### src/hdl/gspcd_pkg.sv
package gspcd_pkg;

    // Field and state widths.
    localparam int TEMP_W    = 16;
    localparam int PRES_W    = 11;
    localparam int FRAC_BITS = 8;
    localparam int SMOOTH_W  = TEMP_W + FRAC_BITS;
    localparam int ALPHA_W   = 16;
    localparam int PEAK_W_W  = 15;
    localparam int WHOLE_W   = 8;
    localparam int BAR_W     = 8;
    localparam int BAR_U_W   = 13;

    // Smoothing coefficient for both temperature channels, 0.1 in Q0.16.
    localparam logic [ALPHA_W-1:0] ALPHA_TEMP = 16'd6554;

    // Oil temperature limits in hundredths of a degree.
    localparam logic signed [TEMP_W-1:0] FAULT_LIMIT = 16'sd19900;
    localparam logic signed [TEMP_W-1:0] ALERT_LIMIT = 16'sd12000;
    localparam logic signed [TEMP_W-1:0] BAR_LOW     = 16'sd8000;
    localparam int BAR_RANGE = 5000;
    localparam int BAR_SHIFT = 25;

    // Change deadbands in hundredths.
    localparam int DEADBAND_FINE = 5;
    localparam int DEADBAND_OIL  = 10;

    // Division by 100 for oil readings below the fault limit: (x * 5243) >> 19.
    localparam logic [12:0] OIL_DIV_MUL   = 13'd5243;
    localparam int          OIL_DIV_SHIFT = 19;

    // Configuration register indexes and reset values.
    typedef logic [1:0] t_cfg_idx;
    localparam t_cfg_idx CFG_ALPHA   = 2'd0;
    localparam t_cfg_idx CFG_PMAX    = 2'd1;
    localparam t_cfg_idx CFG_PRESENT = 2'd2;

    localparam logic [ALPHA_W-1:0] ALPHA_RESET = 16'd6554;
    localparam logic [PRES_W-1:0]  PMAX_RESET  = 11'd2000;

    // Control for one smoothing channel.
    typedef struct packed {
        logic update;
        logic seed;
    } t_ema_ctl;

    // Shown value: floor((s + 128) / 256), low 16 bits.
    function automatic logic signed [TEMP_W-1:0] f_shown(
        input logic signed [SMOOTH_W-1:0] s
    );
        logic signed [SMOOTH_W:0] t;
        t = {s[SMOOTH_W-1], s} + (SMOOTH_W+1)'(1 << (FRAC_BITS - 1));
        return t[SMOOTH_W-1:FRAC_BITS];
    endfunction

endpackage

### src/hdl/gspcd_ema.sv
module gspcd_ema (
    input  logic                                     i_clk,
    input  gspcd_pkg::t_ema_ctl                      i_ctl,
    input  logic signed [gspcd_pkg::TEMP_W-1:0]      i_x,
    input  logic        [gspcd_pkg::ALPHA_W-1:0]     i_alpha,
    output logic signed [gspcd_pkg::SMOOTH_W-1:0]    o_state
);
    import gspcd_pkg::*;

    localparam int DIFF_W = SMOOTH_W + 1;
    localparam int PROD_W = DIFF_W + ALPHA_W + 1;

    logic signed [SMOOTH_W-1:0] r_s;
    logic signed [SMOOTH_W-1:0] n_s;
    logic signed [SMOOTH_W-1:0] x_scaled;
    logic signed [DIFF_W-1:0]   diff;
    logic signed [PROD_W-1:0]   prod;
    logic signed [PROD_W-1:0]   rounded;
    logic signed [PROD_W-1:0]   step;

    // One smoothing step: s += round(alpha * (x*256 - s) / 65536), ties upward.
    always_comb begin
        x_scaled = {i_x, {FRAC_BITS{1'b0}}};
        diff     = {x_scaled[SMOOTH_W-1], x_scaled} - {r_s[SMOOTH_W-1], r_s};
        prod     = diff * $signed({1'b0, i_alpha});
        rounded  = prod + PROD_W'(1 << (ALPHA_W - 1));
        step     = rounded >>> ALPHA_W;
        if (i_ctl.seed) begin
            n_s = x_scaled;
        end else begin
            n_s = r_s + step[SMOOTH_W-1:0];
        end
    end

    // The state moves once per item; the first item seeds it.
    always_ff @(posedge i_clk) begin
        if (i_ctl.update) begin
            r_s <= n_s;
        end
    end

    assign o_state = r_s;

endmodule

### src/hdl/gauge_smooth_peak_change_detect.sv
// A request accepted into stage 1 moves through stages 2 and 3 to the stage 4 output register.
// Throughput: one request per cycle while the output does not stall; each channel's smoother
// state closes its loop through one 16 x 25 bit multiply, so items follow back to back.
// An output stall holds each occupied stage; empty stages still fill.
// Reset (synchronous, active low) empties the pipeline, clears the seed flag, peaks
// and reported values, and returns the configuration registers to their defaults.
module gauge_smooth_peak_change_detect #(
    parameter int BAR_SPAN_PIXELS = 210
) (
    input  logic                                   i_clk,
    input  logic                                   i_rst_n,
    // Sample channel
    input  logic                                   i_in_valid,
    output logic                                   o_in_stall,
    input  logic        [gspcd_pkg::PRES_W-1:0]    i_pressure_avg,
    input  logic signed [gspcd_pkg::TEMP_W-1:0]    i_water_avg,
    input  logic signed [gspcd_pkg::TEMP_W-1:0]    i_oil_avg,
    // Result channel
    output logic                                   o_out_valid,
    input  logic                                   i_out_stall,
    output logic        [gspcd_pkg::PRES_W-1:0]    o_pressure_shown,
    output logic signed [gspcd_pkg::TEMP_W-1:0]    o_water_shown,
    output logic signed [gspcd_pkg::TEMP_W-1:0]    o_oil_shown,
    output logic        [gspcd_pkg::WHOLE_W-1:0]   o_oil_peak_whole,
    output logic        [gspcd_pkg::PRES_W-1:0]    o_pressure_peak,
    output logic        [gspcd_pkg::PEAK_W_W-1:0]  o_water_peak,
    output logic                                   o_oil_changed,
    output logic                                   o_pressure_changed,
    output logic                                   o_water_changed,
    output logic        [gspcd_pkg::BAR_W-1:0]     o_oil_bar_width,
    output logic                                   o_oil_alert,
    output logic                                   o_oil_fault,
    // Configuration write channel
    input  logic                                   i_cfg_valid,
    output logic                                   o_cfg_ready,
    input  gspcd_pkg::t_cfg_idx                    i_cfg_index,
    input  logic        [gspcd_pkg::ALPHA_W-1:0]   i_cfg_data
);
    import gspcd_pkg::*;

    // Bar width by reciprocal: floor(u * BAR_MUL / 2^25) equals floor(W * u / 5000)
    // for every u below 5000.
    localparam longint BAR_MUL =
        ((longint'(BAR_SPAN_PIXELS) << BAR_SHIFT) + longint'(BAR_RANGE) - 1) /
        longint'(BAR_RANGE);
    localparam int BAR_MUL_W = $clog2(BAR_MUL + 1);
    localparam int BAR_PROD_W = BAR_U_W + BAR_MUL_W;
    localparam int BAR_Q_W = BAR_PROD_W - BAR_SHIFT;
    localparam int BAR_QX_W = (BAR_Q_W > BAR_W) ? BAR_Q_W : BAR_W;
    localparam logic [BAR_W-1:0] BAR_FULL =
        (BAR_SPAN_PIXELS > 255) ? 8'd255 : BAR_W'(BAR_SPAN_PIXELS);

    // Configuration registers.
    logic [ALPHA_W-1:0] r_alpha;
    logic [PRES_W-1:0]  r_pmax;
    logic               r_present;

    // Stage enables.
    logic e1, e2, e3, e4;

    // Stage 1: captured sample.
    logic                     r1_vld;
    logic [PRES_W-1:0]        r1_p;
    logic signed [TEMP_W-1:0] r1_w;
    logic signed [TEMP_W-1:0] r1_o;

    // Stage 2: smoother state and raw peaks.
    logic                       r2_vld;
    logic                       r_seeded;
    logic [PRES_W-1:0]          r_peak_p;
    logic [WHOLE_W-1:0]         r_peak_o;
    logic [PRES_W-1:0]          n_peak_p;
    logic [WHOLE_W-1:0]         n_peak_o;
    logic                       oil_ok;
    logic [27:0]                whole_prod;
    logic [WHOLE_W-1:0]         whole;
    t_ema_ctl                   ema_ctl;
    logic signed [SMOOTH_W-1:0] s_p, s_w, s_o;

    // Stage 3: shown values, change flags, derived oil flags.
    logic                     r3_vld;
    logic [PRES_W-1:0]        r3_ps;
    logic signed [TEMP_W-1:0] r3_ws;
    logic signed [TEMP_W-1:0] r3_os;
    logic [WHOLE_W-1:0]       r3_pk_o;
    logic [PRES_W-1:0]        r3_pk_p;
    logic [PEAK_W_W-1:0]      r3_pk_w;
    logic                     r3_oc, r3_pc, r3_wc;
    logic                     r3_alert, r3_fault;
    logic                     r3_bar_on, r3_bar_sat;
    logic [BAR_U_W-1:0]       r3_bar_u;

    logic [PEAK_W_W-1:0]      r_peak_w;
    logic [PEAK_W_W-1:0]      n_peak_w;
    logic [PRES_W-1:0]        r_rep_p;
    logic signed [TEMP_W-1:0] r_rep_w;
    logic signed [TEMP_W-1:0] r_rep_o;
    logic [WHOLE_W-1:0]       r_rep_pk;
    logic [2:0]               r_rep_vld;

    logic signed [TEMP_W-1:0] sh_p, sh_w, sh_o;
    logic [PRES_W-1:0]        ps;
    logic signed [TEMP_W-1:0] os;
    logic signed [PRES_W:0]   dp;
    logic signed [TEMP_W:0]   dw, d_o;
    logic                     oc, pc, wc;
    logic                     fault, alert, bar_on, bar_sat;
    logic signed [TEMP_W-1:0] bar_u;

    // Stage 4: output register.
    logic                     r4_vld;
    logic [PRES_W-1:0]        r4_ps;
    logic signed [TEMP_W-1:0] r4_ws;
    logic signed [TEMP_W-1:0] r4_os;
    logic [WHOLE_W-1:0]       r4_pk_o;
    logic [PRES_W-1:0]        r4_pk_p;
    logic [PEAK_W_W-1:0]      r4_pk_w;
    logic                     r4_oc, r4_pc, r4_wc;
    logic [BAR_W-1:0]         r4_bar;
    logic                     r4_alert, r4_fault;

    logic [BAR_PROD_W-1:0]    bar_prod;
    logic [BAR_QX_W-1:0]      bar_q;
    logic [BAR_W-1:0]         n_bar;

    // Configuration writes are always taken.
    assign o_cfg_ready = 1'b1;

    always_ff @(posedge i_clk) begin
        if (!i_rst_n) begin
            r_alpha   <= ALPHA_RESET;
            r_pmax    <= PMAX_RESET;
            r_present <= 1'b1;
        end else if (i_cfg_valid) begin
            case (i_cfg_index)
                CFG_ALPHA:   r_alpha   <= i_cfg_data;
                CFG_PMAX:    r_pmax    <= i_cfg_data[PRES_W-1:0];
                CFG_PRESENT: r_present <= i_cfg_data[0];
                default: ;
            endcase
        end
    end

    // A stage takes a new request when it is empty or its content moves on.
    assign e4 = !r4_vld || !i_out_stall;
    assign e3 = !r3_vld || e4;
    assign e2 = !r2_vld || e3;
    assign e1 = !r1_vld || e2;
    assign o_in_stall = !e1;

    always_ff @(posedge i_clk) begin
        if (!i_rst_n) begin
            r1_vld <= 1'b0;
            r2_vld <= 1'b0;
            r3_vld <= 1'b0;
            r4_vld <= 1'b0;
        end else begin
            if (e1) r1_vld <= i_in_valid;
            if (e2) r2_vld <= r1_vld;
            if (e3) r3_vld <= r2_vld;
            if (e4) r4_vld <= r3_vld;
        end
    end

    // Stage 1: capture with the pressure ceiling applied.
    always_ff @(posedge i_clk) begin
        if (e1) begin
            r1_p <= (i_pressure_avg > r_pmax) ? r_pmax : i_pressure_avg;
            r1_w <= i_water_avg;
            r1_o <= i_oil_avg;
        end
    end

    // Stage 2: smoothers and raw peak holds.
    assign ema_ctl.update = r1_vld && e2;
    assign ema_ctl.seed   = !r_seeded;

    gspcd_ema u_ema_p (
        .i_clk   (i_clk),
        .i_ctl   (ema_ctl),
        .i_x     ($signed({{(TEMP_W - PRES_W){1'b0}}, r1_p})),
        .i_alpha (r_alpha),
        .o_state (s_p)
    );

    gspcd_ema u_ema_w (
        .i_clk   (i_clk),
        .i_ctl   (ema_ctl),
        .i_x     (r1_w),
        .i_alpha (ALPHA_TEMP),
        .o_state (s_w)
    );

    gspcd_ema u_ema_o (
        .i_clk   (i_clk),
        .i_ctl   (ema_ctl),
        .i_x     (r1_o),
        .i_alpha (ALPHA_TEMP),
        .o_state (s_o)
    );

    // Negative readings never raise the whole-degree peak, so only 0..198.99 C count.
    always_comb begin
        oil_ok     = !r1_o[TEMP_W-1] && (r1_o < FAULT_LIMIT);
        whole_prod = r1_o[TEMP_W-2:0] * OIL_DIV_MUL;
        whole      = whole_prod[OIL_DIV_SHIFT +: WHOLE_W];
        n_peak_o   = (oil_ok && (whole > r_peak_o)) ? whole : r_peak_o;
        n_peak_p   = (r1_p > r_peak_p) ? r1_p : r_peak_p;
    end

    always_ff @(posedge i_clk) begin
        if (!i_rst_n) begin
            r_seeded <= 1'b0;
            r_peak_p <= '0;
            r_peak_o <= '0;
        end else if (ema_ctl.update) begin
            r_seeded <= 1'b1;
            r_peak_p <= n_peak_p;
            r_peak_o <= n_peak_o;
        end
    end

    // Stage 3: shown values and change detection against the last report.
    always_comb begin
        sh_p = f_shown(s_p);
        sh_w = f_shown(s_w);
        sh_o = f_shown(s_o);
        ps   = sh_p[PRES_W-1:0];
        os   = r_present ? sh_o : '0;

        n_peak_w = (sh_w > $signed({1'b0, r_peak_w})) ? sh_w[PEAK_W_W-1:0] : r_peak_w;

        dp  = $signed({1'b0, ps}) - $signed({1'b0, r_rep_p});
        dw  = {sh_w[TEMP_W-1], sh_w} - {r_rep_w[TEMP_W-1], r_rep_w};
        d_o = {os[TEMP_W-1], os} - {r_rep_o[TEMP_W-1], r_rep_o};

        oc = !r_rep_vld[0] || (d_o >= DEADBAND_OIL) || (d_o <= -DEADBAND_OIL) ||
             (r_peak_o != r_rep_pk);
        pc = !r_rep_vld[1] || (dp >= DEADBAND_FINE) || (dp <= -DEADBAND_FINE);
        wc = !r_rep_vld[2] || (dw >= DEADBAND_FINE) || (dw <= -DEADBAND_FINE);

        // A faulted reading counts as zero for the alert and the bar.
        fault   = (os >= FAULT_LIMIT);
        alert   = !fault && (os >= ALERT_LIMIT);
        bar_on  = !fault && (os >= BAR_LOW);
        bar_u   = os - BAR_LOW;
        bar_sat = (bar_u >= BAR_RANGE);
    end

    always_ff @(posedge i_clk) begin
        if (!i_rst_n) begin
            r_peak_w  <= '0;
            r_rep_p   <= '0;
            r_rep_w   <= '0;
            r_rep_o   <= '0;
            r_rep_pk  <= '0;
            r_rep_vld <= '0;
        end else if (r2_vld && e3) begin
            r_peak_w <= n_peak_w;
            if (oc) begin
                r_rep_o      <= os;
                r_rep_pk     <= r_peak_o;
                r_rep_vld[0] <= 1'b1;
            end
            if (pc) begin
                r_rep_p      <= ps;
                r_rep_vld[1] <= 1'b1;
            end
            if (wc) begin
                r_rep_w      <= sh_w;
                r_rep_vld[2] <= 1'b1;
            end
        end
    end

    always_ff @(posedge i_clk) begin
        if (e3) begin
            r3_ps      <= ps;
            r3_ws      <= sh_w;
            r3_os      <= os;
            r3_pk_o    <= r_peak_o;
            r3_pk_p    <= r_peak_p;
            r3_pk_w    <= n_peak_w;
            r3_oc      <= oc;
            r3_pc      <= pc;
            r3_wc      <= wc;
            r3_alert   <= alert;
            r3_fault   <= fault;
            r3_bar_on  <= bar_on;
            r3_bar_sat <= bar_sat;
            r3_bar_u   <= bar_u[BAR_U_W-1:0];
        end
    end

    // Stage 4: bar width, saturated at the span and at the field limit.
    always_comb begin
        bar_prod = r3_bar_u * BAR_MUL_W'(BAR_MUL);
        bar_q    = BAR_QX_W'(bar_prod[BAR_PROD_W-1:BAR_SHIFT]);
        if (!r3_bar_on) begin
            n_bar = '0;
        end else if (r3_bar_sat) begin
            n_bar = BAR_FULL;
        end else if (bar_q > BAR_QX_W'(255)) begin
            n_bar = 8'd255;
        end else begin
            n_bar = bar_q[BAR_W-1:0];
        end
    end

    always_ff @(posedge i_clk) begin
        if (e4) begin
            r4_ps    <= r3_ps;
            r4_ws    <= r3_ws;
            r4_os    <= r3_os;
            r4_pk_o  <= r3_pk_o;
            r4_pk_p  <= r3_pk_p;
            r4_pk_w  <= r3_pk_w;
            r4_oc    <= r3_oc;
            r4_pc    <= r3_pc;
            r4_wc    <= r3_wc;
            r4_bar   <= n_bar;
            r4_alert <= r3_alert;
            r4_fault <= r3_fault;
        end
    end

    assign o_out_valid        = r4_vld;
    assign o_pressure_shown   = r4_ps;
    assign o_water_shown      = r4_ws;
    assign o_oil_shown        = r4_os;
    assign o_oil_peak_whole   = r4_pk_o;
    assign o_pressure_peak    = r4_pk_p;
    assign o_water_peak       = r4_pk_w;
    assign o_oil_changed      = r4_oc;
    assign o_pressure_changed = r4_pc;
    assign o_water_changed    = r4_wc;
    assign o_oil_bar_width    = r4_bar;
    assign o_oil_alert        = r4_alert;
    assign o_oil_fault        = r4_fault;

    // The seed flag never drops once an item has been smoothed.
    a_seed_sticky: assert property (@(posedge i_clk) disable iff (!i_rst_n)
        r_seeded |=> r_seeded)
        else $error("smoothing seed flag dropped");

    // The water peak never decreases.
    a_water_peak_mono: assert property (@(posedge i_clk) disable iff (!i_rst_n)
        1'b1 |=> (r_peak_w >= $past(r_peak_w)))
        else $error("water peak decreased");

    // A held stage 2 request is not lost.
    a_s2_hold: assert property (@(posedge i_clk) disable iff (!i_rst_n)
        (r2_vld && !e3) |=> r2_vld)
        else $error("stalled stage 2 request lost");

    // Once a request has passed change detection, every channel has a report.
    a_reported: assert property (@(posedge i_clk) disable iff (!i_rst_n)
        r3_vld |-> (r_rep_vld == 3'b111))
        else $error("reported values not marked valid");

    // Alert and fault never show together, and the bar stays within its span.
    a_oil_flags: assert property (@(posedge i_clk) disable iff (!i_rst_n)
        o_out_valid |-> (!(o_oil_alert && o_oil_fault) && (o_oil_bar_width <= BAR_FULL)))
        else $error("inconsistent oil flags or bar width");

endmodule

### config.mk
export PLATFORM = sky130hd
export DESIGN_NAME = gauge_smooth_peak_change_detect
export DESIGN_NICKNAME = d
export VERILOG_FILES = /design/src/hdl/gspcd_pkg.sv /design/src/hdl/gspcd_ema.sv /design/src/hdl/gauge_smooth_peak_change_detect.sv
export SDC_FILE = /design/constraint.sdc
export NUM_CORES = 2
export LEC_CHECK = 0
export BUFFER_PORTS_ARGS = -buffer_cell sky130_fd_sc_hd__buf_4
export CORE_ASPECT_RATIO = 1.25
export CORE_MARGIN = 2
export CORE_UTILIZATION = 65
export DETAILED_ROUTE_END_ITERATION = 10
export GPL_TIMING_DRIVEN = 0
export PLACE_DENSITY = 0.8
export REMOVE_ABC_BUFFERS = 1
export SKIP_CTS_REPAIR_TIMING = 1
export SLEW_MARGIN = 5
export SYNTH_ARGS = -nofsm -noshare
export SYNTH_HDL_FRONTEND = slang
export SYNTH_SLANG_ARGS = --single-unit
export TNS_END_PERCENT = 100
### constraint.sdc
create_clock -name i_clk -period 14.1 [get_ports i_clk]
set_input_delay 2.82 -clock i_clk [delete_from_list [all_inputs] [get_ports i_clk]]
set_output_delay 2.82 -clock i_clk [all_outputs]
set_load 0.01 [all_outputs]
==> results.yml <==
synth:
  ys_seq_area_share_pct: 19.7
  syn-instance-count: 6148
  yosys.area_share.simple_pct: 12.5
  ys_async_sr_fraction_pct: 0
  synth_cell_type_count: 93
  synth_edf_count: 296
  netlist_area_sq_um: 57400
  synth-xor-area-share_pct: 6.55
  synth.most_common_cell: "inv_1"
  synth_compound_area_share_pct: 9.67
  synth_top_family_by_area: "adder cells"
  yosys_warnings: 0
  synth_top_area_share_pct: 23.2
  ys_seq_elements: 417
  syn_area_per_cell_sq_um: 9.34
  synth_largest_area_cell: "fa_1"
  synthMuxAreaShare_pct: 1.26
  synth-adder-area-share_pct: 40.6
  ys.flop_type: "edfxtp_1"
  synth_area_leaders: "fa_1 (23%), ha_1 (17%), edfxtp_1 (15%)"
  synth_common_cells: "inv_1 (1332), ha_1 (797), fa_1 (666), nand2_1 (457), edfxtp_1 (296)"
clock_network:
  clk_latency_ns: 0.64
  cts_tree: "done"
  max-clock-path-buffers: 3
  clk_pin_slew_ns: 0.06
  cts_sinks: 417
  cts_root_buf: "clkbuf_16"
  htree_levels: 2
  cts_made_buffers: 45
route:
  dr.first_iter.drc_count: 2453
  drt-total-wl_mm: 134
  route.detailed.drc: 0
  num_vias: 42500
  drtAntennaViolNets: 0
  first_pass_iters: 8
  vias_per_cell: 5.72
  wl_per_cell_um: 18.0
min_path:
  hold_end: "o_pressure_peak[1]"
  hold_path.startpoint: "r3_pk_p[1]"
  min_path_type: "flip-flop to flip-flop"
  hold_path_depth: 0
placed_design:
  gp_congestion: 0.916
  dp_worst_setup_slack_ns: 1.09
  hpwl_mm: 108
  portBuffers: 157
layout:
  syn_to_final_growth_pct: 7.45
  ff_latch_area_sq_um: 11300
  drive_gt1_share_pct: 5.95
  nFillCells: 6522
  num_antenna_cells: 0
  multi_input_area_sq_um: 40700
  final_net_count: 7760
status:
  run_status: "finished clean"
worst_setup_path:
  cp_top_family: "compound AO/OA/AOI/OAI gates"
  cp_common_cell: "fa_1"
  rr_worst_depth: 43
  r2r_end: "u_ema_p.o_state[23]"
  cp-start-kind: "flip-flop"
  path_buf_inv: 4
  crit_arrival_ns: 13.30
  critPathKind: "flip-flop to flip-flop"
  regToRegStartpoint: "u_ema_p.o_state[8]"
  cp_slowest_cell: "a221oi_1"
  endpoint_kind: "flip-flop"
  r2r_slack_ns: 1.18
  path_max_fanout: 16
  cpPeakStageDelay_ns: 0.79
  crit_required_ns: 14.48
die:
  dieHeight_um: 336
  core-area_sq_um: 87400
  ios: 159
  row_count: 121
  start_util_pct: 65.7
  die_area_sq_um: 90700
  die_x_um: 270
timing:
  hold_viol: 0
  setup_tns_ns: 0
  worstMarginPinSlew_ns: 1.48
  setup_slack_ns: 1.18
  slew_violations: 0
  slew_headroom_pct: 1.37
  rsz0062_at_grt: "no"
  final.min_clock_period_ns: 12.92
  max_freq_mhz: 77.4
  fin_worst_skew_ns: 0.0507
  post-route-period-util_pct: 91.6
  final-setup-viol-count: 0
global_routing:
  grt_pass1_vias: 44500
  grt_max_degree: 118
  grt_pass1_wl_mm: 221
  grt_overflow: 0
  antenna_found_initial: 2
  grtUsageTotal_pct: 30.3
run:
  maxCapViolations: 0
-- through the flow --
step	utilization, %	cells	area (sq um)	hold slack, ns
finish	70.6	7435	61700	0.418
global route	70.6	7435	61700	0.419
CTS	70.6	7435	61600	0.415
detailed placement	68.8	7352	60100	0.405
global placement	68.1	7324	59500	0.401
floorplan	-	5999	56800	0.400
-- cells by family (layout without fill, tap and decap cells) --
group                      Yosys count  count (layout)
other                                1               1
adders and majority gates         1464            1464
DFF                                417             417
AOI/OAI and AO/OA                  851             851
xor gates and xnor gates           426             426
and+or+nand+nor                   1438            1438
buffers and inverters             1483            1602
muxes                               68              68
-- area by class of cell --
| type | count | share of cell area, % |
|---|---|---|
| Clock buffer | 54 | 1.95 |
| Clock inverter | 29 | 0.525 |
| Inverter | 1334 | 8.12 |
| Multi-Input combinational cell | 4248 | 66.1 |
| Sequential cell | 417 | 18.4 |
| Tap cell | 1168 | 2.37 |
| Timing Repair Buffer | 185 | 2.63 |
-- worst max-delay path by stage --
| stage | from | to | slack [ns] | depth (start not counted) |
|---|---|---|---|---|
| floorplan | i_out_stall | r_peak_p[1] | 2.36 | 5 |
| global placement | i_out_stall | r_peak_p[3] | -4.14 | 6 |
| detailed placement | u_ema_p.o_state[8] | u_ema_p.o_state[23] | 1.09 | 43 |
| CTS | u_ema_p.o_state[8] | u_ema_p.o_state[23] | 1.01 | 43 |
| global route | u_ema_p.o_state[8] | u_ema_p.o_state[23] | 0.63 | 43 |
| finish | u_ema_p.o_state[8] | u_ema_p.o_state[23] | 1.18 | 43 |
-- metal layers --
metal  up-vias  wire, um  GRT usage (%)  part of all wire, %
met2      1280     67800           54.8                   51
met1     20800     51700           36.0                   39
met5         -         0              0                    0
li1      20100         -              -                    -
met3       388      7920           3.93                  5.9
met4         0      6630           13.7                  4.9
-- worst register-to-register path: cells and delay by family (launching register included) --
| family | cells | cell delay, ns |
|---|---|---|
| AOI/OAI and AO/OA | 20 | 5.58 |
| DFF | 1 | 0.53 |
| buffers and inverters | 4 | 0.24 |
| xor gates and xnor gates | 3 | 1.01 |
| adders and majority gates | 9 | 4.09 |
| and+or+nand+nor | 7 | 1.27 |
-- cells in the final DEF, fill, tap and decap left out, types with 29 or more instances in the layout --
| cell type | netlist | layout |
|---|---|---|
| nand3_1 | 128 | 127 |
| o21bai_1 | 32 | 32 |
| mux2i_1 | 34 | 34 |
| o21a_1 | 51 | 51 |
| a31oi_1 | 29 | 29 |
| edfxtp_1 | 296 | 296 |
| xor2_1 | 162 | 157 |
| ha_1 | 797 | 797 |
| fa_1 | 666 | 666 |
| mux2_2 | 34 | 34 |
| dfxtp_1 | 121 | 117 |
| nand2b_1 | 39 | 39 |
| inv_1 | 1332 | 1330 |
| nor2_1 | 230 | 230 |
| nand4_1 | 39 | 39 |
| buf_4 | 1 | 160 |
| nor3_1 | 82 | 81 |
| nand2_1 | 457 | 456 |
| nor2b_1 | 50 | 50 |
| and2_1 | 250 | 250 |
| a21o_1 | 107 | 107 |
| and3_1 | 29 | 29 |
| clkbuf_16 | 0 | 46 |
| o21ai_0 | 175 | 174 |
| a21oi_1 | 225 | 225 |
| xnor2_1 | 262 | 245 |
-- registers in the layout (all words and copies together) (netlist names), 15 cells and up --
register,flops
r3_os,16
r_peak_w,15
r_alpha,16
u_ema_p.o_state,24
r3_ws,16
o_water_shown,16
o_water_peak,15
r1_o,16
r3_pk_w,15
r1_w,16
u_ema_o.o_state,24
r_rep_o,16
o_oil_shown,16
r_rep_w,16
u_ema_w.o_state,24
Power is left out: the tool's default activity adds up to more than one toggle a clock period on the data nets, which glitch-free logic cannot reach.
